==> config.mk <==
export PLATFORM = sky130hd
export DESIGN_NAME = work_to_worker_dispatcher
export DESIGN_NICKNAME = d
export VERILOG_FILES = /design/src/wtwd_pkg.sv /design/src/wtwd_front.sv /design/src/wtwd_back.sv /design/src/work_to_worker_dispatcher.sv
export SDC_FILE = /design/constraint.sdc
export NUM_CORES = 1
export LEC_CHECK = 0
export ABC_AREA = 1
export ABC_CLOCK_PERIOD_IN_PS = 4400
export BUFFER_PORTS_ARGS = -buffer_cell sky130_fd_sc_hd__buf_2
export CORE_ASPECT_RATIO = 1.75
export CORE_MARGIN = 4
export CORE_UTILIZATION = 60
export CTS_CLUSTER_DIAMETER = 100
export DETAILED_ROUTE_END_ITERATION = 6
export MAX_ROUTING_LAYER = met4
export PLACE_DENSITY = 0.79
export REMOVE_ABC_BUFFERS = 1
export SLEW_MARGIN = 20
export SYNTH_ARGS = -nofsm -noshare
export SYNTH_HDL_FRONTEND = slang
export SYNTH_HIERARCHICAL = 1
export SYNTH_SLANG_ARGS = --single-unit
==> constraint.sdc <==
create_clock -name aclk -period 4.4 [get_ports aclk]
set_clock_uncertainty 0.2 [all_clocks]
set_input_delay 0.66 -clock aclk [delete_from_list [all_inputs] [get_ports aclk]]
set_output_delay 0.66 -clock aclk [all_outputs]
set_load 0.02 [all_outputs]
==> src/wtwd_pkg.sv <==
package wtwd_pkg;

    localparam int QUEUE_DEPTH  = 16;
    localparam int WORKER_COUNT = 8;
    localparam int WORK_ID_BITS = 8;

    localparam int CMD_W    = 2;
    localparam int WORK_W   = 8;
    localparam int WORKER_W = 3;
    localparam int EVENT_W  = 4;
    localparam int PEND_W   = $clog2(QUEUE_DEPTH + 1);
    localparam int IDLE_W   = $clog2(WORKER_COUNT + 1);
    localparam int QIDX_W   = (QUEUE_DEPTH > 1) ? $clog2(QUEUE_DEPTH) : 1;
    localparam int SIDX_W   = (WORKER_COUNT > 1) ? $clog2(WORKER_COUNT) : 1;

    localparam logic [WORK_W-1:0] WORK_MASK = {WORK_W{1'b1}} >> (WORK_W - WORK_ID_BITS);

    typedef enum logic [CMD_W-1:0] {
        CMD_ADD      = 2'd0,
        CMD_RETRACT  = 2'd1,
        CMD_RETURN   = 2'd2,
        CMD_SHUTDOWN = 2'd3
    } cmd_t;

    typedef enum logic [EVENT_W-1:0] {
        EV_DISPATCHED = 4'd0,
        EV_QUEUED     = 4'd1,
        EV_REJECTED   = 4'd2,
        EV_ABANDONED  = 4'd3,
        EV_RETRACTED  = 4'd4,
        EV_REFUSED    = 4'd5,
        EV_ASSIGNED   = 4'd6,
        EV_PARKED     = 4'd7,
        EV_DISMISSED  = 4'd8,
        EV_KILLED     = 4'd9,
        EV_SHUT_DONE  = 4'd10
    } ev_t;

    // classified request handed from front to back
    typedef struct packed {
        logic                is_add;
        logic                is_retract;
        logic                is_return;
        logic                is_shutdown;
        logic [WORK_W-1:0]   work;
        logic [WORKER_W-1:0] worker;
    } req_t;

endpackage

==> src/wtwd_front.sv <==
module wtwd_front
    import wtwd_pkg::*;
(
    input  logic                aclk,
    input  logic                aresetn,
    input  logic                s_valid,
    output logic                s_ready,
    input  logic [CMD_W-1:0]    s_command,
    input  logic [WORK_W-1:0]   s_work_id,
    input  logic [WORKER_W-1:0] s_worker_id,
    output logic                rq_valid,
    input  logic                rq_ready,
    output req_t                rq_data
);

    req_t       entry_reg [2];
    logic       wr_ptr_reg, wr_ptr_next;
    logic       rd_ptr_reg, rd_ptr_next;
    logic [1:0] count_reg, count_next;
    req_t       req_in;
    logic       push, pop;

    // decode the command into one-hot class bits
    always_comb begin
        req_in             = '0;
        req_in.work        = s_work_id & WORK_MASK;
        req_in.worker      = s_worker_id;
        case (cmd_t'(s_command))
            CMD_ADD:      req_in.is_add      = 1'b1;
            CMD_RETRACT:  req_in.is_retract  = 1'b1;
            CMD_RETURN:   req_in.is_return   = 1'b1;
            CMD_SHUTDOWN: req_in.is_shutdown = 1'b1;
            default:      req_in.is_shutdown = 1'b1;
        endcase
    end

    assign s_ready  = (count_reg != 2'd2);
    assign rq_valid = (count_reg != 2'd0);
    assign rq_data  = entry_reg[rd_ptr_reg];
    assign push     = s_valid && s_ready;
    assign pop      = rq_valid && rq_ready;

    always_comb begin
        wr_ptr_next = push ? ~wr_ptr_reg : wr_ptr_reg;
        rd_ptr_next = pop ? ~rd_ptr_reg : rd_ptr_reg;
        count_next  = count_reg + {1'b0, push} - {1'b0, pop};
    end

    always_ff @(posedge aclk) begin
        if (!aresetn) begin
            wr_ptr_reg <= 1'b0;
            rd_ptr_reg <= 1'b0;
            count_reg  <= 2'd0;
        end else begin
            wr_ptr_reg <= wr_ptr_next;
            rd_ptr_reg <= rd_ptr_next;
            count_reg  <= count_next;
        end
    end

    always_ff @(posedge aclk) begin
        if (push) begin
            entry_reg[wr_ptr_reg] <= req_in;
        end
    end

    a_count_range: assert property (@(posedge aclk) disable iff (!aresetn)
        count_reg != 2'd3)
        else $error("request queue count out of range");

    a_one_class: assert property (@(posedge aclk) disable iff (!aresetn)
        push |=> $onehot({entry_reg[$past(wr_ptr_reg)].is_add,
                          entry_reg[$past(wr_ptr_reg)].is_retract,
                          entry_reg[$past(wr_ptr_reg)].is_return,
                          entry_reg[$past(wr_ptr_reg)].is_shutdown}))
        else $error("stored request has no single class");

    a_no_pop_empty: assert property (@(posedge aclk) disable iff (!aresetn)
        (count_reg == 2'd0) |=> (count_reg != 2'd2))
        else $error("request queue jumped from empty to full");

endmodule

==> src/wtwd_back.sv <==
module wtwd_back
    import wtwd_pkg::*;
(
    input  logic                aclk,
    input  logic                aresetn,
    input  logic                rq_valid,
    output logic                rq_ready,
    input  req_t                rq_data,
    output logic                m_valid,
    input  logic                m_ready,
    output logic [EVENT_W-1:0]  m_event_res,
    output logic [WORK_W-1:0]   m_work_out,
    output logic [WORKER_W-1:0] m_worker_out,
    output logic [PEND_W-1:0]   m_pending_count,
    output logic [IDLE_W-1:0]   m_idle_count,
    output logic                m_last
);

    typedef enum logic [3:0] {
        ST_EXEC    = 4'b0001,
        ST_ABANDON = 4'b0010,
        ST_KILL    = 4'b0100,
        ST_DONE    = 4'b1000
    } state_t;

    state_t              state_reg, state_next;
    logic [WORK_W-1:0]   fifo_reg [QUEUE_DEPTH];
    logic [WORKER_W-1:0] stack_reg [WORKER_COUNT];
    logic [PEND_W-1:0]   pend_reg, pend_next;
    logic [IDLE_W-1:0]   idle_reg, idle_next;
    logic [IDLE_W-1:0]   kill_reg, kill_next;
    logic                shut_reg, shut_next;

    logic                m_valid_reg, m_valid_next;
    ev_t                 ev_reg, ev_next;
    logic [WORK_W-1:0]   work_reg, work_next;
    logic [WORKER_W-1:0] worker_reg, worker_next;
    logic [PEND_W-1:0]   pcnt_reg, pcnt_next;
    logic [IDLE_W-1:0]   icnt_reg, icnt_next;
    logic                last_reg, last_next;

    logic                   out_free, take, load;
    logic [QUEUE_DEPTH-1:0] match, first, keep_mask, keep_sel;
    logic                   fifo_shift, q_write, s_write;
    logic [SIDX_W-1:0]      rd_idx;
    logic [WORKER_W-1:0]    stack_rd;

    assign out_free = !m_valid_reg || m_ready;
    assign rq_ready = (state_reg == ST_EXEC) && out_free;
    assign take     = rq_valid && rq_ready;

    // parallel compare of the retract id against the live queue entries
    always_comb begin
        for (int i = 0; i < QUEUE_DEPTH; i++) begin
            match[i] = (fifo_reg[i] == rq_data.work) && (PEND_W'(i) < pend_reg);
        end
        first     = match & (~match + 1'b1);
        keep_mask = first - 1'b1;
    end

    // one stack read port: top for dispatch, bottom-up walk for kill
    assign rd_idx   = (state_reg == ST_KILL) ? kill_reg[SIDX_W-1:0]
                                             : SIDX_W'(idle_reg - 1'b1);
    assign stack_rd = stack_reg[rd_idx];

    always_comb begin
        state_next  = state_reg;
        pend_next   = pend_reg;
        idle_next   = idle_reg;
        kill_next   = kill_reg;
        shut_next   = shut_reg;
        fifo_shift  = 1'b0;
        keep_sel    = '0;
        q_write     = 1'b0;
        s_write     = 1'b0;
        load        = 1'b0;
        ev_next     = EV_DISPATCHED;
        work_next   = '0;
        worker_next = '0;
        last_next   = 1'b1;
        pcnt_next   = '0;
        icnt_next   = '0;
        case (state_reg)
            ST_EXEC: begin
                if (take) begin
                    if (rq_data.is_shutdown) begin
                        shut_next  = 1'b1;
                        kill_next  = '0;
                        state_next = ST_ABANDON;
                    end else begin
                        load = 1'b1;
                        if (rq_data.is_add) begin
                            work_next = rq_data.work;
                            if (shut_reg) begin
                                ev_next = EV_ABANDONED;
                            end else if (idle_reg != '0) begin
                                ev_next     = EV_DISPATCHED;
                                worker_next = stack_rd;
                                idle_next   = idle_reg - 1'b1;
                            end else if (pend_reg < PEND_W'(QUEUE_DEPTH)) begin
                                ev_next   = EV_QUEUED;
                                q_write   = 1'b1;
                                pend_next = pend_reg + 1'b1;
                            end else begin
                                ev_next = EV_REJECTED;
                            end
                        end else if (rq_data.is_retract) begin
                            work_next = rq_data.work;
                            if (!shut_reg && (first != '0)) begin
                                ev_next    = EV_RETRACTED;
                                fifo_shift = 1'b1;
                                keep_sel   = keep_mask;
                                pend_next  = pend_reg - 1'b1;
                            end else begin
                                ev_next = EV_REFUSED;
                            end
                        end else begin
                            worker_next = rq_data.worker;
                            if (shut_reg) begin
                                ev_next = EV_DISMISSED;
                            end else if (pend_reg != '0) begin
                                ev_next    = EV_ASSIGNED;
                                work_next  = fifo_reg[0];
                                fifo_shift = 1'b1;
                                pend_next  = pend_reg - 1'b1;
                            end else if (idle_reg < IDLE_W'(WORKER_COUNT)) begin
                                ev_next   = EV_PARKED;
                                s_write   = 1'b1;
                                idle_next = idle_reg + 1'b1;
                            end else begin
                                ev_next = EV_DISMISSED;
                            end
                        end
                        pcnt_next = pend_next;
                        icnt_next = idle_next;
                    end
                end
            end
            ST_ABANDON: begin
                if (pend_reg == '0) begin
                    state_next = ST_KILL;
                end else if (out_free) begin
                    load       = 1'b1;
                    ev_next    = EV_ABANDONED;
                    work_next  = fifo_reg[0];
                    last_next  = 1'b0;
                    fifo_shift = 1'b1;
                    pend_next  = pend_reg - 1'b1;
                end
            end
            ST_KILL: begin
                if (kill_reg == idle_reg) begin
                    idle_next  = '0;
                    kill_next  = '0;
                    state_next = ST_DONE;
                end else if (out_free) begin
                    load        = 1'b1;
                    ev_next     = EV_KILLED;
                    worker_next = stack_rd;
                    last_next   = 1'b0;
                    kill_next   = kill_reg + 1'b1;
                end
            end
            ST_DONE: begin
                if (out_free) begin
                    load       = 1'b1;
                    ev_next    = EV_SHUT_DONE;
                    state_next = ST_EXEC;
                end
            end
            default: begin
                state_next = ST_EXEC;
            end
        endcase
        m_valid_next = load ? 1'b1 : (m_ready ? 1'b0 : m_valid_reg);
    end

    always_ff @(posedge aclk) begin
        if (!aresetn) begin
            state_reg   <= ST_EXEC;
            pend_reg    <= '0;
            idle_reg    <= '0;
            kill_reg    <= '0;
            shut_reg    <= 1'b0;
            m_valid_reg <= 1'b0;
        end else begin
            state_reg   <= state_next;
            pend_reg    <= pend_next;
            idle_reg    <= idle_next;
            kill_reg    <= kill_next;
            shut_reg    <= shut_next;
            m_valid_reg <= m_valid_next;
        end
    end

    always_ff @(posedge aclk) begin
        if (load) begin
            ev_reg     <= ev_next;
            work_reg   <= work_next;
            worker_reg <= worker_next;
            pcnt_reg   <= pcnt_next;
            icnt_reg   <= icnt_next;
            last_reg   <= last_next;
        end
    end

    // pending queue: shift toward the head, append at the tail
    always_ff @(posedge aclk) begin
        for (int i = 0; i < QUEUE_DEPTH - 1; i++) begin
            if (fifo_shift && !keep_sel[i]) begin
                fifo_reg[i] <= fifo_reg[i + 1];
            end
        end
        if (q_write) begin
            fifo_reg[pend_reg[QIDX_W-1:0]] <= rq_data.work;
        end
    end

    always_ff @(posedge aclk) begin
        if (s_write) begin
            stack_reg[idle_reg[SIDX_W-1:0]] <= rq_data.worker;
        end
    end

    assign m_valid         = m_valid_reg;
    assign m_event_res     = ev_reg;
    assign m_work_out      = work_reg;
    assign m_worker_out    = worker_reg;
    assign m_pending_count = pcnt_reg;
    assign m_idle_count    = icnt_reg;
    assign m_last          = last_reg;

    a_pend_range: assert property (@(posedge aclk) disable iff (!aresetn)
        pend_reg <= PEND_W'(QUEUE_DEPTH))
        else $error("pending count above queue depth");

    a_idle_range: assert property (@(posedge aclk) disable iff (!aresetn)
        idle_reg <= IDLE_W'(WORKER_COUNT))
        else $error("idle count above worker count");

    a_shut_sticky: assert property (@(posedge aclk) disable iff (!aresetn)
        shut_reg |=> shut_reg)
        else $error("shutdown flag cleared without reset");

    a_drain_shut: assert property (@(posedge aclk) disable iff (!aresetn)
        (state_reg != ST_EXEC) |-> shut_reg)
        else $error("drain sequence running without shutdown");

    a_pop_exec: assert property (@(posedge aclk) disable iff (!aresetn)
        rq_ready |-> (state_reg == ST_EXEC))
        else $error("request taken during drain");

endmodule

==> src/work_to_worker_dispatcher.sv <==
// channel   direction  handshake          payload
// s_        in         s_valid / s_ready  s_command, s_work_id, s_worker_id
// m_        out        m_valid / m_ready  m_event_res, m_work_out, m_worker_out,
//                                         m_pending_count, m_idle_count, m_last
//
// an accepted request reaches the back end through a two-entry queue; the back end
// takes it in the exec state once its result register is free and loads its result
// there for m_, so it takes one request per cycle while the result register drains and no
// shutdown drain runs. shutdown holds the back end: it takes the request, abandons each
// queued work, then kills each idle worker, ending each walk, and reports shut-done.
// aresetn is synchronous, active low; it clears counts, shutdown flag and valids.
// a stalled m_ holds the back end; s_ready drops only when the queue is full.
module work_to_worker_dispatcher
    import wtwd_pkg::*;
(
    input  logic                aclk,
    input  logic                aresetn,
    // request channel
    input  logic                s_valid,
    output logic                s_ready,
    input  logic [CMD_W-1:0]    s_command,
    input  logic [WORK_W-1:0]   s_work_id,
    input  logic [WORKER_W-1:0] s_worker_id,
    // result channel
    output logic                m_valid,
    input  logic                m_ready,
    output logic [EVENT_W-1:0]  m_event_res,
    output logic [WORK_W-1:0]   m_work_out,
    output logic [WORKER_W-1:0] m_worker_out,
    output logic [PEND_W-1:0]   m_pending_count,
    output logic [IDLE_W-1:0]   m_idle_count,
    output logic                m_last
);

    // classified request between front and back
    logic rq_valid;
    logic rq_ready;
    req_t rq_data;

    // front: accept, classify, buffer
    wtwd_front u_front (
        .aclk        (aclk),
        .aresetn     (aresetn),
        .s_valid     (s_valid),
        .s_ready     (s_ready),
        .s_command   (s_command),
        .s_work_id   (s_work_id),
        .s_worker_id (s_worker_id),
        .rq_valid    (rq_valid),
        .rq_ready    (rq_ready),
        .rq_data     (rq_data)
    );

    // back: pending queue, idle stack, shutdown drain and result register
    wtwd_back u_back (
        .aclk            (aclk),
        .aresetn         (aresetn),
        .rq_valid        (rq_valid),
        .rq_ready        (rq_ready),
        .rq_data         (rq_data),
        .m_valid         (m_valid),
        .m_ready         (m_ready),
        .m_event_res     (m_event_res),
        .m_work_out      (m_work_out),
        .m_worker_out    (m_worker_out),
        .m_pending_count (m_pending_count),
        .m_idle_count    (m_idle_count),
        .m_last          (m_last)
    );

endmodule

==> load_flow_metrics.sql, run 1 <==
INSERT INTO impl_metrics (metric_group, metric, value, unit) VALUES
('run_status', 'status', 'finished clean', ''),
('grt', 'antenna_found_initial', '1', ''),
('yosys', 'syn_area', '13230', 'um2'),
('timing', 'maxClockFrequency', '240.1', 'MHz'),
('critical_path', 'cp_data_arrival_time', '4180', 'ps'),
('timing', 'worstMarginPinSlew', '937.5', 'ps'),
('timing', 'timing_hold_violations_final', '0', ''),
('critical_path', 'required', '4420', 'ps'),
('grt', 'grt_pass1_vias', '10920', ''),
('placed_design', 'portBuffers', '43', ''),
('timing', 'post-route-period-util', '94.65', '%'),
('floorplan', 'die-width', '120.3', 'um'),
('clocking', 'cts_made_buffers', '21', ''),
('critical_path', 'crit_type', 'flip-flop to flip-flop', ''),
('routing', 'route.detailed.drc', '0', ''),
('clocking', 'tritoncts_clock_tree', 'built', ''),
('grt', 'grt_first_pass_wirelength', '56850', 'um'),
('pwr', 'ir_worst_vdd', '0.3263', 'mV'),
('critical_path', 'critical_path_cell_count', '17', ''),
('clocking', 'clkSinkCount', '229', ''),
('timing', 'finalSetupViolations', '0', ''),
('critical_path', 'slowest_stage', 'sky130_fd_sc_hd__o21ai_0', ''),
('placed_design', 'cell_area_reported_after_detailed_placement', '13720', 'um2'),
('critical_path', 'cp-start-kind', 'flip-flop', ''),
('hold_path', 'hold_class', 'input port to flip-flop', ''),
('routing', 'vias', '11180', ''),
('pwr', 'p_leak', '6.336', 'nW'),
('placed_design', 'dpl.hpwl', '26270', 'um'),
('clocking', 'clock_tree.htree_level_count', '1', ''),
('timing', 'post-route-min-period', '4165', 'ps'),
('clocking', 'bufs_on_longest_clock_path', '3', ''),
('floorplan', 'core_area', '21590', 'um2'),
('floorplan', 'die_height', '204.5', 'um'),
('critical_path', 'worstSetupEndpointType', 'flip-flop', ''),
('final_layout', 'finalInstanceArea', '14450', 'um2'),
('hold_path', 'hold-path-cell-count', '1', ''),
('clocking', 'cts_hold_repair.buffers', '0', ''),
('timing', 'slew_headroom', '36.84', '%'),
('placed_design', 'placed_cells_incl_taps', '1878', ''),
('yosys', 'synth.avg_cell_area', '8.428', 'um2'),
('clocking', 'clock_insertion_delay_worst_skew', '530', 'ps'),
('critical_path', 'path_buf_inv', '3', ''),
('critical_path', 'critPathMaxStageDelay', '460', 'ps'),
('final_layout', 'final_layout_size_suffix_gt1_share', '12.19', '%'),
('critical_path', 'path_max_fanout', '20', ''),
('placed_design', 'place_congestion', '0.9821', ''),
('floorplan', 'initial_cell_density_of_the_core', '61.30', '%'),
('grt', 'gr-usage-all-layers', '30.56', '%'),
('yosys', 'ys.warnings.count', '6', ''),
('floorplan', 'rows', '71', ''),
('flow_run', 'max_cap_violations', '0', ''),
('grt', 'grt_total_ovfl', '0', ''),
('routing', 'first_iter_violations', '1024', ''),
('final_layout', 'number_of_fillers_in_the_final_layout', '1727', ''),
('critical_path', 'crit_path_cell_trace', 'buf_12 -> mux2_4 -> buf_4 -> xor2_1 -> nor2_1 -> nand2_1 -> nor2_1 -> nor2_1 -> nand2_1 -> nor2_1 -> nand2_1 -> nand2_1 -> nor4_1 -> buf_4 -> nand3_1 -> o21ai_0 -> nand2_2', ''),
('final_layout', 'nNetsFinal', '1635', ''),
('clocking', 'clk_transition_reported_paths', '60', 'ps'),
('floorplan', 'die_area', '24590', 'um2'),
('yosys', 'postSynthCellCount', '1570', ''),
('timing', 'final-max-slew-violation-count', '0', ''),
('final_layout', 'post_layout_nonfiller_instances', '1917', ''),
('routing', 'detail_route.wl_per_cell', '19.06', 'um'),
('routing', 'drtAntennaViolNets', '0', ''),
('floorplan', 'floorplan.io_pins', '44', ''),
('routing', 'via_density_per_instance', '5.830', ''),
('clocking', 'total_setup_buffers_inserted_after_cts', '0', ''),
('routing', 'drt_first_pass_iters', '5', ''),
('critical_path', 'reg2regPathDepth', '17', ''),
('pwr', 'report.power.total', '7.259', 'mW'),
('final_layout', 'largest_register_ffs', '128', ''),
('critical_path', 'path_delay_family', 'simple AND/OR/NAND/NOR gates', ''),
('pwr', 'power_density', '502.5', 'nW/um2'),
('timing', 'worst_hold_slack', '122.2', 'ps'),
('clocking', 'clock-root-buffer', 'sky130_fd_sc_hd__clkbuf_16', ''),
('grt', 'pin_count_of_the_biggest_net_entering_global_routing', '31', ''),
('final_layout', 'syn_to_final_growth', '9.162', '%'),
('routing', 'wirelength', '36540', 'um');
[per-layer routing]
metal	GRT usage [%]	wire, um	up-vias
met5	-	0	-
met4	18.84	2435	0
met3	4.182	2248	161
met2	55.04	19330	514
met1	31.02	12530	5253
li1	-	-	5249
[path summary, 6_finish.rpt]
kind,from,slack [ps],end
worst max register to register,flip-flop,240,u_back/fifo_reg[14][6]
worst min-delay path,s_work_id[6],120,u_front/entry_reg[1][9]
worst min register to register,u_front/rd_ptr_reg,320,u_front/rd_ptr_reg
worst max-delay path,flip-flop,240,u_back/fifo_reg[14][6]
[area by class of cell]
class	instances	area [um2]	area share (%)
tap	292	365.4	2.529
sequential	229	6638	45.95
multi-input combinational	1112	5569	38.55
clock inverter	11	117.6	0.8142
antenna	1	2.502	0.01732
inverter	158	604.3	4.184
clock buffer	27	578.1	4.002
timing repair buffer	87	570.5	3.950
[placed cells by master (no fill, tap or decap), drive strengths merged, types with 14 or more instances in the layout]
cell type,count
a21oi,31
buf,87
clkbuf,27
dfxtp,24
edfxtp,205
inv,159
mux2,14
nand2,477
nand3,83
nand4,21
nor2,166
nor3,15
o21ai,165
xnor2,47
xor2,31
[power by group]
| group | switching [mW] | leakage [nW] | internal, mW |
|---|---|---|---|
| logic | 1.83 | 3.94 | 0.792 |
| clock network | 0.812 | 0.341 | 1.05 |
| registers | 0.123 | 2.06 | 2.65 |
[through the flow]
stage / util [%] / setup TNS [ps] / worst slack (ps)
floorplan: - / 0 / 566.0
global placement: 63.55 / 0 / 141.2
detailed placement: 63.58 / 0 / 105.3
CTS: 66.80 / 0 / 72.43
global route: 66.92 / -18.89 / -4.501
finish: 66.92 / 0 / 235.4
[timing repair]
item                                   4_1_cts  5_1_grt
resized for setup                            0       12
setup endpoints to repair                    0       96
endpoints found under the hold margin        0        0
Note: power is estimated with default switching activity, not from simulation.
==> inputs of run 2 (changes only) <==
--- a/config.mk
+++ b/config.mk
@@ -5,7 +5,7 @@
 export SDC_FILE = /design/constraint.sdc
 export NUM_CORES = 1
 export LEC_CHECK = 0
-export ABC_AREA = 1
+export ABC_AREA = 0
 export ABC_CLOCK_PERIOD_IN_PS = 4400
 export BUFFER_PORTS_ARGS = -buffer_cell sky130_fd_sc_hd__buf_2
 export CORE_ASPECT_RATIO = 1.75
@@ -14,7 +14,7 @@
 export CTS_CLUSTER_DIAMETER = 100
 export DETAILED_ROUTE_END_ITERATION = 6
 export MAX_ROUTING_LAYER = met4
-export PLACE_DENSITY = 0.79
+export PLACE_DENSITY = 0.8
 export REMOVE_ABC_BUFFERS = 1
 export SLEW_MARGIN = 20
 export SYNTH_ARGS = -nofsm -noshare
==> load_flow_metrics.sql, run 2 <==
INSERT INTO impl_metrics (metric_group, metric, value, unit) VALUES
('final_layout', 'antennaDiodeCount', '0', ''),
('final_layout', 'largest_register_ffs', '128', ''),
('final_layout', 'final_common_cell', 'sky130_fd_sc_hd__edfxtp_1', ''),
('hold_path', 'min_from', 's_work_id[5]', ''),
('routing', 'first_iter_violations', '814', ''),
('final_layout', 'post_layout_nonfiller_instances', '1311', ''),
('floorplan', 'core_area', '20370', 'um2'),
('clocking', 'tritoncts_clock_tree', 'built', ''),
('critical_path', 'cp-start-kind', 'flip-flop', ''),
('floorplan', 'die_height', '198.5', 'um'),
('timing', 'setup_repair_after_global_routing_missed_its_margin', 'no', ''),
('grt', 'antenna_found_initial', '0', ''),
('critical_path', 'required', '4580', 'ps'),
('routing', 'route.detailed.drc', '2', ''),
('floorplan', 'die_area', '23200', 'um2'),
('clocking', 'clk_transition_reported_paths', '60', 'ps'),
('hold_path', 'holdPathEnd', 'u_front/entry_reg[1][8]', ''),
('routing', 'wirelength', '29380', 'um'),
('floorplan', 'rows', '69', ''),
('grt', 'grt_first_pass_wirelength', '45460', 'um'),
('final_layout', 'nNetsFinal', '1074', ''),
('final_layout', 'final_layout_size_suffix_gt1_share', '26.25', '%'),
('run_status', 'failed_checks', 'DRC', ''),
('routing', 'drt_first_pass_iters', '7', ''),
('routing', 'via_density_per_instance', '6.349', ''),
('flow_run', 'max_cap_violations', '0', ''),
('timing', 'slew_headroom', '40.98', '%'),
('critical_path', 'crit_type', 'flip-flop to flip-flop', ''),
('grt', 'grt_total_ovfl', '0', ''),
('final_layout', 'syn_to_final_growth', '9.692', '%'),
('hold_path', 'hold-path-cell-count', '1', ''),
('timing', 'post-route-period-util', '97.04', '%'),
('yosys', 'postSynthCellCount', '1003', ''),
('placed_design', 'placed_cells_incl_taps', '1272', ''),
('placed_design', 'placement.setup.worst_slack', '161.5', 'ps'),
('critical_path', 'critical_register_to_register_path_endpoint', 'u_back/m_pending_count[1]', ''),
('clocking', 'cts_hold_repair.buffers', '0', ''),
('timing', 'timing.final.ws_setup', '130.2', 'ps'),
('timing', 'worstMarginPinSlew', '873.0', 'ps'),
('pwr', 'power_density', '513.2', 'nW/um2'),
('grt', 'gr-usage-all-layers', '26.08', '%'),
('final_layout', 'finish.utilization', '67.00', '%'),
('placed_design', 'dpl.hpwl', '21290', 'um'),
('floorplan', 'initial_cell_density_of_the_core', '61.08', '%'),
('routing', 'detail_route.wl_per_cell', '22.41', 'um'),
('timing', 'final-max-slew-violation-count', '0', ''),
('clocking', 'clkSinkCount', '229', ''),
('placed_design', 'place_congestion', '0.9305', ''),
('critical_path', 'path_max_fanout', '18', ''),
('grt', 'grt_pass1_vias', '8625', ''),
('pwr', 'ir_worst_vdd', '0.2549', 'mV'),
('routing', 'drtAntennaViolNets', '0', ''),
('pwr', 'p_leak', '4.773', 'nW'),
('hold_path', 'hold_class', 'input port to flip-flop', ''),
('critical_path', 'ff2ff_setup_slack', '130', 'ps'),
('yosys', 'ys.warnings.count', '6', ''),
('timing', 'final.setup.tns', '0', 'ps'),
('final_layout', 'final_cell_mix', 'sky130_fd_sc_hd__edfxtp_1 (205), sky130_fd_sc_hd__mux2_2 (125), sky130_fd_sc_hd__xnor2_1 (76)', ''),
('timing', 'timing_hold_violations_final', '0', ''),
('placed_design', 'portBuffers', '43', ''),
('clocking', 'bufs_on_longest_clock_path', '3', ''),
('yosys', 'synth.avg_cell_area', '12.41', 'um2'),
('placed_design', 'cell_area_reported_after_detailed_placement', '12920', 'um2'),
('floorplan', 'die-width', '116.9', 'um'),
('yosys', 'syn_area', '12440', 'um2'),
('timing', 'finalSetupViolations', '0', ''),
('critical_path', 'cp_data_arrival_time', '4450', 'ps'),
('timing', 'post-route-min-period', '4270', 'ps'),
('timing', 'maxClockFrequency', '234.2', 'MHz'),
('routing', 'vias', '8324', ''),
('clocking', 'clock_insertion_delay_worst_skew', '500', 'ps'),
('run_status', 'status', 'finished, violations left', ''),
('critical_path', 'reg2regPathDepth', '13', ''),
('clocking', 'cts_made_buffers', '21', ''),
('clocking', 'clock_tree.htree_level_count', '1', ''),
('final_layout', 'finalInstanceArea', '13650', 'um2'),
('clocking', 'clock-root-buffer', 'sky130_fd_sc_hd__clkbuf_16', ''),
('critical_path', 'worstSetupEndpointType', 'flip-flop', ''),
('grt', 'pin_count_of_the_biggest_net_entering_global_routing', '27', ''),
('floorplan', 'floorplan.io_pins', '44', '');
[run 2: cell count changes in the layout (fill, tap and decap cells not counted), sizes merged, moves of 8 or more]
cell and delta:
nand2 -416, mux2 +121, nand3 -60, nand2b +10, o21ai -130, o22ai -9, and2 +14, nor4 +14
nor2 -107, nor3 +8, xnor2 +29, a22o +8, xor2 +34, inv -142
[run 2: where the power goes]
part	total (mW)	switching (mW)	internal, mW
registers	2.82	0.149	2.67
clock network	1.82	0.783	1.04
logic	2.36	1.48	0.874
total	7.01	2.42	4.59
[run 2: how the worst max path moves through the flow]
stage / to / slack (ps) / startpoint
2_1_floorplan: u_back/fifo_reg[0][0] / 130 / flip-flop
3_3_place_gp: u_back/fifo_reg[1][0] / 200 / flip-flop
3_5_place_dp: u_back/fifo_reg[2][6] / 160 / flip-flop
4_1_cts: u_back/fifo_reg[2][1] / 90 / flip-flop
5_1_grt: u_back/fifo_reg[9][4] / 20 / flip-flop
6_report: u_back/m_pending_count[1] / 130 / flip-flop
[run 2: cell type report]
cell class / count / area [um2]
Multi-Input combinational cell: 692 / 5349
Clock buffer: 26 / 565.5
Sequential cell: 229 / 6636
Tap cell: 248 / 310.3
Clock inverter: 12 / 122.6
Timing Repair Buffer: 89 / 610.6
Inverter: 15 / 56.30
Fill cell: 1459 / 6724
[run 2: per-stage QoR]
stage / hold slack (ps) / power (mW)
after floorplan: 301.0 / 4.374
after global placement: 325.7 / 5.122
after detailed placement: 342.8 / 5.173
after CTS: 124.9 / 7.011
after global routing: 130.8 / 7.340
final: 143.1 / 7.006
[run 2: per-layer routing]
metal | up-vias | track usage [%] | part of all wire [%]
met3 | 109 | 3.379 | 5.2
met1 | 4061 | 25.11 | 33
li1 | 3818 | - | -
met5 | - | - | 0
met2 | 336 | 49.93 | 57
met4 | 0 | 11.78 | 5.2
[run 2: repair_timing]
| item | 4_1_cts | 5_1_grt |
|---|---|---|
| setup endpoints to repair | 0 | 111 |
| endpoints found under the hold margin | 0 | 0 |
| resized for setup | 0 | 7 |
| setup buffers | 0 | 1 |
[run 2: worst max-delay path: stages (launching register included)]
cell                        delay [ps]
sky130_fd_sc_hd__dfxtp_1           590
sky130_fd_sc_hd__mux2_2            640
sky130_fd_sc_hd__buf_4             280
sky130_fd_sc_hd__xor2_1            160
sky130_fd_sc_hd__a2111oi_0         450
sky130_fd_sc_hd__nand3_1           170
sky130_fd_sc_hd__o21bai_2          190
sky130_fd_sc_hd__a311oi_2          110
sky130_fd_sc_hd__buf_4             200
sky130_fd_sc_hd__buf_4             160
sky130_fd_sc_hd__and2_4            160
sky130_fd_sc_hd__o31a_1            290
sky130_fd_sc_hd__o32ai_1           340
sky130_fd_sc_hd__buf_4             190
